$ cat config.mk
export PLATFORM = sky130hd
export DESIGN_NAME = bounded_deque
export DESIGN_NICKNAME = d
export VERILOG_FILES = /design/src/hdl/bdq_pkg.sv /design/src/hdl/bdq_ram.sv /design/src/hdl/bounded_deque.sv
export SDC_FILE = /design/constraint.sdc
export NUM_CORES = 1
export LEC_CHECK = 0
export BUFFER_PORTS_ARGS = -buffer_cell sky130_fd_sc_hd__buf_4
export CORE_ASPECT_RATIO = 2
export CORE_MARGIN = 4
export CORE_UTILIZATION = 50
export DETAILED_ROUTE_END_ITERATION = 16
export PLACE_DENSITY = 0.7
export SLEW_MARGIN = 20
export SYNTH_ARGS = -nofsm -noshare
export SYNTH_HDL_FRONTEND = slang
export SYNTH_SLANG_ARGS = --single-unit
$ cat constraint.sdc
create_clock -name clock -period 4.1 [get_ports clock]
set_input_delay 0.41 -clock clock [delete_from_list [all_inputs] [get_ports clock]]
set_output_delay 0.41 -clock clock [all_outputs]
set_load 0.02 [all_outputs]
$ cat src/hdl/bdq_pkg.sv
package bdq_pkg;

   localparam int DATA_W = 18;
   localparam int KIND_W = 3;
   localparam int STAT_W = 2;

   typedef enum logic [KIND_W-1:0] {
      KIND_DUMP       = 3'd0,
      KIND_PUSH_FRONT = 3'd1,
      KIND_PUSH_BACK  = 3'd2,
      KIND_POP_FRONT  = 3'd3,
      KIND_POP_BACK   = 3'd4,
      KIND_CLEAR      = 3'd5
   } kind_type;

   typedef enum logic [STAT_W-1:0] {
      STAT_OK    = 2'd0,
      STAT_EMPTY = 2'd1,
      STAT_FULL  = 2'd2
   } status_type;

   typedef enum logic [1:0] {
      ST_IDLE = 2'b01,
      ST_DUMP = 2'b10
   } state_type;

endpackage

$ cat src/hdl/bdq_ram.sv
module bdq_ram #(
   parameter int DEPTH = 32,
   parameter int WIDTH = 18
) (
   input  logic                     clock,
   input  logic                     wr_en,
   input  logic [$clog2(DEPTH)-1:0] wr_addr,
   input  logic [WIDTH-1:0]         wr_data,
   input  logic                     rd_en,
   input  logic [$clog2(DEPTH)-1:0] rd_addr,
   output logic [WIDTH-1:0]         rd_data
);

   logic [WIDTH-1:0] mem [DEPTH];
   logic [WIDTH-1:0] rd_data_ff;

   always_ff @(posedge clock) begin
      if (wr_en) begin
         mem[wr_addr] <= wr_data;
      end
   end

   always_ff @(posedge clock) begin
      if (rd_en) begin
         rd_data_ff <= mem[rd_addr];
      end
   end

   assign rd_data = rd_data_ff;

endmodule

$ cat src/hdl/bounded_deque.sv
// Channel    Direction  Transfer                   Ports
// request    in         start & !busy              req_kind, req_value
// response   out        rsp_strobe, one cycle      rsp_data, rsp_status, rsp_last
//
// Push, pop and clear: one transaction per cycle while not busy, response in the cycle after acceptance.
// Dump: one response per stored entry (one STAT_EMPTY if none), one per cycle, busy held until the last is read.
// The single read port of the ring store sets the dump rate.
// Reset clears front pointer and occupancy; store contents are left as they are.
// Responses cannot be stalled.
module bounded_deque
   import bdq_pkg::*;
#(
   parameter int DEPTH = 32
) (
   input  logic                     clock,
   input  logic                     reset,
   input  logic                     start,
   output logic                     busy,
   input  logic [KIND_W-1:0]        req_kind,
   input  logic signed [DATA_W-1:0] req_value,
   output logic                     rsp_strobe,
   output logic signed [DATA_W-1:0] rsp_data,
   output logic [STAT_W-1:0]        rsp_status,
   output logic                     rsp_last
);

   localparam int IW = $clog2(DEPTH);
   localparam int OW = $clog2(DEPTH + 1);

   function automatic logic [IW-1:0] wrap_add(input logic [IW-1:0] base,
                                              input logic [IW-1:0] off);
      logic [IW:0] s;
      s = {1'b0, base} + {1'b0, off};
      if (s >= (IW+1)'(DEPTH)) begin
         s = s - (IW+1)'(DEPTH);
      end
      return s[IW-1:0];
   endfunction

   state_type   state_ff, state_in;
   logic [IW-1:0] front_ff, front_in;
   logic [OW-1:0] occ_ff, occ_in;
   logic [IW-1:0] ptr_ff, ptr_in;
   logic [OW-1:0] cnt_ff, cnt_in;
   logic          rsp_strobe_ff, rsp_strobe_in;
   status_type    rsp_status_ff, rsp_status_in;
   logic          rsp_last_ff, rsp_last_in;
   logic          rsp_mem_ff, rsp_mem_in;

   logic              wr_en, rd_en;
   logic [IW-1:0]     wr_addr, rd_addr;
   logic [DATA_W-1:0] rd_data;
   logic              full, empty;
   logic [OW-1:0]     occ_m1;
   logic [IW-1:0]     front_dec, slot_back, slot_last;

   bdq_ram #(
      .DEPTH (DEPTH),
      .WIDTH (DATA_W)
   ) u_ram (
      .clock   (clock),
      .wr_en   (wr_en),
      .wr_addr (wr_addr),
      .wr_data (req_value),
      .rd_en   (rd_en),
      .rd_addr (rd_addr),
      .rd_data (rd_data)
   );

   assign busy   = (state_ff == ST_DUMP);
   assign full   = (occ_ff == OW'(DEPTH));
   assign empty  = (occ_ff == '0);
   assign occ_m1 = occ_ff - OW'(1);

   assign front_dec = (front_ff == '0) ? IW'(DEPTH - 1) : front_ff - IW'(1);
   assign slot_back = wrap_add(front_ff, occ_ff[IW-1:0]);
   assign slot_last = wrap_add(front_ff, occ_m1[IW-1:0]);

   always_comb begin
      state_in      = state_ff;
      front_in      = front_ff;
      occ_in        = occ_ff;
      ptr_in        = ptr_ff;
      cnt_in        = cnt_ff;
      rsp_strobe_in = 1'b0;
      rsp_status_in = STAT_OK;
      rsp_last_in   = 1'b1;
      rsp_mem_in    = 1'b0;
      wr_en         = 1'b0;
      wr_addr       = front_dec;
      rd_en         = 1'b0;
      rd_addr       = front_ff;
      case (state_ff)
         ST_IDLE: begin
            if (start) begin
               case (kind_type'(req_kind))
                  KIND_DUMP: begin
                     rsp_strobe_in = 1'b1;
                     if (empty) begin
                        rsp_status_in = STAT_EMPTY;
                     end else begin
                        rd_en       = 1'b1;
                        rsp_mem_in  = 1'b1;
                        rsp_last_in = (occ_ff == OW'(1));
                        cnt_in      = OW'(1);
                        ptr_in      = wrap_add(front_ff, IW'(1));
                        if (occ_ff != OW'(1)) begin
                           state_in = ST_DUMP;
                        end
                     end
                  end
                  KIND_PUSH_FRONT: begin
                     rsp_strobe_in = 1'b1;
                     if (full) begin
                        rsp_status_in = STAT_FULL;
                     end else begin
                        wr_en    = 1'b1;
                        wr_addr  = front_dec;
                        front_in = front_dec;
                        occ_in   = occ_ff + OW'(1);
                     end
                  end
                  KIND_PUSH_BACK: begin
                     rsp_strobe_in = 1'b1;
                     if (full) begin
                        rsp_status_in = STAT_FULL;
                     end else begin
                        wr_en   = 1'b1;
                        wr_addr = slot_back;
                        occ_in  = occ_ff + OW'(1);
                     end
                  end
                  KIND_POP_FRONT: begin
                     rsp_strobe_in = 1'b1;
                     if (empty) begin
                        rsp_status_in = STAT_EMPTY;
                     end else begin
                        rd_en      = 1'b1;
                        rd_addr    = front_ff;
                        rsp_mem_in = 1'b1;
                        front_in   = wrap_add(front_ff, IW'(1));
                        occ_in     = occ_m1;
                     end
                  end
                  KIND_POP_BACK: begin
                     rsp_strobe_in = 1'b1;
                     if (empty) begin
                        rsp_status_in = STAT_EMPTY;
                     end else begin
                        rd_en      = 1'b1;
                        rd_addr    = slot_last;
                        rsp_mem_in = 1'b1;
                        occ_in     = occ_m1;
                     end
                  end
                  KIND_CLEAR: begin
                     rsp_strobe_in = 1'b1;
                     occ_in        = '0;
                     front_in      = '0;
                  end
                  default: begin
                  end
               endcase
            end
         end
         ST_DUMP: begin
            rd_en         = 1'b1;
            rd_addr       = ptr_ff;
            rsp_strobe_in = 1'b1;
            rsp_mem_in    = 1'b1;
            rsp_last_in   = (cnt_ff == occ_m1);
            cnt_in        = cnt_ff + OW'(1);
            ptr_in        = wrap_add(ptr_ff, IW'(1));
            if (cnt_ff == occ_m1) begin
               state_in = ST_IDLE;
            end
         end
         default: begin
            state_in = ST_IDLE;
         end
      endcase
   end

   always_ff @(posedge clock) begin
      if (reset) begin
         state_ff      <= ST_IDLE;
         front_ff      <= '0;
         occ_ff        <= '0;
         ptr_ff        <= '0;
         cnt_ff        <= '0;
         rsp_strobe_ff <= 1'b0;
      end else begin
         state_ff      <= state_in;
         front_ff      <= front_in;
         occ_ff        <= occ_in;
         ptr_ff        <= ptr_in;
         cnt_ff        <= cnt_in;
         rsp_strobe_ff <= rsp_strobe_in;
      end
   end

   always_ff @(posedge clock) begin
      rsp_status_ff <= rsp_status_in;
      rsp_last_ff   <= rsp_last_in;
      rsp_mem_ff    <= rsp_mem_in;
   end

   assign rsp_strobe = rsp_strobe_ff;
   assign rsp_status = rsp_status_ff;
   assign rsp_last   = rsp_last_ff;
   assign rsp_data   = rsp_mem_ff ? rd_data : '0;

endmodule

==> reports/qor.yml <==
path_clk_slew_ns: 0.07
p_total_uw: 15000
tritoncts: "done"
crit_slowest_cell: "o211ai_2"
worstMarginPinSlew_ns: 0.810
skew_ns: 0.0283
grt_usage_pct: 22.3
clockRootBuffer: "clkbuf_16"
setup_violations: 0
start_util_pct: 50.4
maxSlewHeadroom_pct: 45.9
drtIter0Drc: 1296
antenna_found_initial: 0
cap_violations: 0
fp-row-count: 117
power_leakage_uw: 0.00918
drc: 0
hold_violations: 0
cts_setup_buffers: 0
ir_worst_vdd_mv: 0.428
synth_fp_nets: 1883
synth_cells: 1840
avgViaCountPerCell: 6.18
vias: 16100
synth-async-reset-ratio_pct: 0
ys_seq_area_share_pct: 71.7
regArea_um2: 18400
ios: 47
ctsHoldBuffers: 0
place.gp.congestion: 0.880
final_cell_mix: "edfxtp_1 (594), nand2_1 (337), a21oi_1 (137), buf_4 (122), a22oi_1 (91)"
critical_path_buf_inv_count: 2
clk-insertion-delay-late_ns: 0.60
clock_sinks: 623
rsz0062_at_grt: "no"
multi_input_area_um2: 6720
numPortBuffers: 46
grt_max_degree: 94
area_growth_pct: 11.9
synth-seq-cells: 623
worst_setup_path_end_kind: "flop"
fin_crit_sh_pct: 89.8
grt_pass1_wl_um: 95300
cts.path.max_buffers: 3
max_freq_mhz: 272
drv_slew: 0
antenna_left: 0
synth_ff_type: "edfxtp_1"
cp_cell_sequence: "inv_1 -> ha_1 -> xor2_1 -> ha_1 -> a21o_1 -> a21oi_1 -> xnor2_1 -> o211a_1 -> o211ai_2 -> buf_4 -> a2bb2oi_1 -> o221ai_1 -> nor3_1"
path_max_fanout: 10
dieArea_um2: 55300
fin_crit_ns: 3.68
syn_area_per_cell_um2: 14.0
crit_arrival_ns: 4.13
worst_path_most_repeated_cell: "ha_1"
core-area_um2: 50900
numCtsBuffers: 50
start_kind: "flop"
layout_commonest_cell: "edfxtp_1"
hpwl_um: 41800
wl_per_cell_um: 24.0
grt_pass1_vias: 16200
power_density_nw_per_um2: 523
nets: 1954
die_h_um: 328
hp-class: "in2reg"
max_stage_delay_ns: 0.49
finalSetupTns_ns: 0
grt-ovfl-total: 0
status: "completed"
h-tree-depth: 2
cp_data_required_time_ns: 4.55
drtPass1Iterations: 5
synth_area_um2: 25700
wirelength_um: 62400
fill_cells: 4028
die_x_um: 168
synth-edff-count: 594
yosys_warnings: 0
ys_types: 68
cts_resized: 0
critPathKind: "reg2reg"
layout-drive-gt1-share_pct: 13.2
crit_family: "compound AO/OA/AOI/OAI gates"
-- report_power, final --
group / internal, uW / total (uW) / switching (uW)
registers: 7130 / 7220 / 97.8
logic: 1150 / 3170 / 2030
clock network: 2440 / 4620 / 2180
-- final timing paths --
check,startpoint,to,slack (ns),cells past startpoint
max,occ_ff[1],u_ram.rd_data[7],0.42,13
min,req_kind[2],rsp_status[1],0.15,2
max reg2reg,occ_ff[1],u_ram.rd_data[7],0.42,13
min reg2reg,state_ff[0],state_ff[0],0.52,1
-- sequential cells by signal, indices dropped and copies added (netlist names), 2 cells and up --
name	count
ptr_ff	5
rsp_status	2
front_ff	5
u_ram.mem	576
cnt_ff	6
state_ff	2
u_ram.rd_data	18
occ_ff	6
-- cell usage after synthesis, types with 3 or more instances --
master / count / share of area, %
clkbuf_1: 48 / 0.70
buf_4: 5 / 0.15
nand2b_1: 7 / 0.17
inv_1: 13 / 0.19
a21oi_1: 139 / 2.7
edfxtp_1: 594 / 69
a21o_1: 5 / 0.15
nor3_1: 17 / 0.33
a211o_1: 4 / 0.14
o21a_1: 3 / 0.088
and2_1: 21 / 0.51
nand2_1: 337 / 4.9
o22ai_1: 46 / 1.1
nor2_1: 74 / 1.1
o221ai_1: 12 / 0.41
nor3b_1: 4 / 0.12
a22oi_1: 91 / 2.7
a32o_1: 10 / 0.39
or3_1: 9 / 0.22
a2bb2oi_1: 10 / 0.34
xnor2_1: 17 / 0.58
o21bai_1: 3 / 0.088
xor2_1: 11 / 0.38
buf_1: 5 / 0.073
nor2b_1: 4 / 0.097
nand3_1: 20 / 0.39
dfxtp_1: 29 / 2.3
a32oi_1: 61 / 2.1
o21ai_0: 17 / 0.33
buf_6: 12 / 0.53
nand4_1: 9 / 0.22
buf_2: 46 / 0.90
nor4_1: 10 / 0.24
mux2i_1: 88 / 3.4
ha_1: 17 / 0.83
-- cells by family (layout without fill, tap and decap cells) --
group                    after synthesis  after routing  share of synthesized area [%]
flip-flops                           623            623                           71.7
AND/OR/NAND/NOR                      520            520                           8.60
AO/OA/AOI/OAI                        431            431                           11.7
buffers and inverters                129            240                           2.53
multiplexers                          90             90                           3.52
XOR/XNOR                              28             28                          0.955
adder cells (fa/ha/maj)               19             19                          0.985
other                                  0              1                              0
-- through the flow --
stage | cells | utilization [%] | worst slack, ns | hold slack (ns) | area, um^2
2_1_floorplan | 1840 | - | 0.603 | 0.465 | 25700
3_3_place_gp | 2513 | 53.3 | 0.601 | 0.476 | 27200
3_5_place_dp | 2513 | 53.3 | 0.401 | 0.501 | 27200
4_1_cts | 2605 | 56.4 | 0.406 | 0.124 | 28700
5_1_grt | 2605 | 56.4 | 0.119 | 0.136 | 28700
6_report | 2606 | 56.4 | 0.418 | 0.150 | 28700
-- worst reg2reg max path, delay by kind of cell (launching register included) --
kind            cells  cell delay (ns)
compound gates      6             1.57
fa+ha+maj           2             0.61
xor+xnor            2             0.46
flops               1             0.32
buf+inv             2             0.38
simple gates        1             0.21
-- metal layers --
layer | vias to the layer above | global-route usage, % | wire length [um]
li1 | 7205 | - | -
met1 | 8183 | 25.6 | 22500
met2 | 568 | 41.6 | 34500
met3 | 152 | 2.24 | 2570
met4 | 0 | 10.1 | 2850
met5 | - | 0 | 0
-- layout make-up --
class / instances / share of cell area, %
inverters: 13 / 0.170
repair buffers: 135 / 4.09
diodes: 1 / 0.00871
multi-input cells: 1088 / 23.4
clock buffers: 57 / 4.45
flip-flops and latches: 623 / 64.1
clock inverters: 35 / 0.941
well taps: 654 / 2.85
Power figures use the tool's default switching activity.
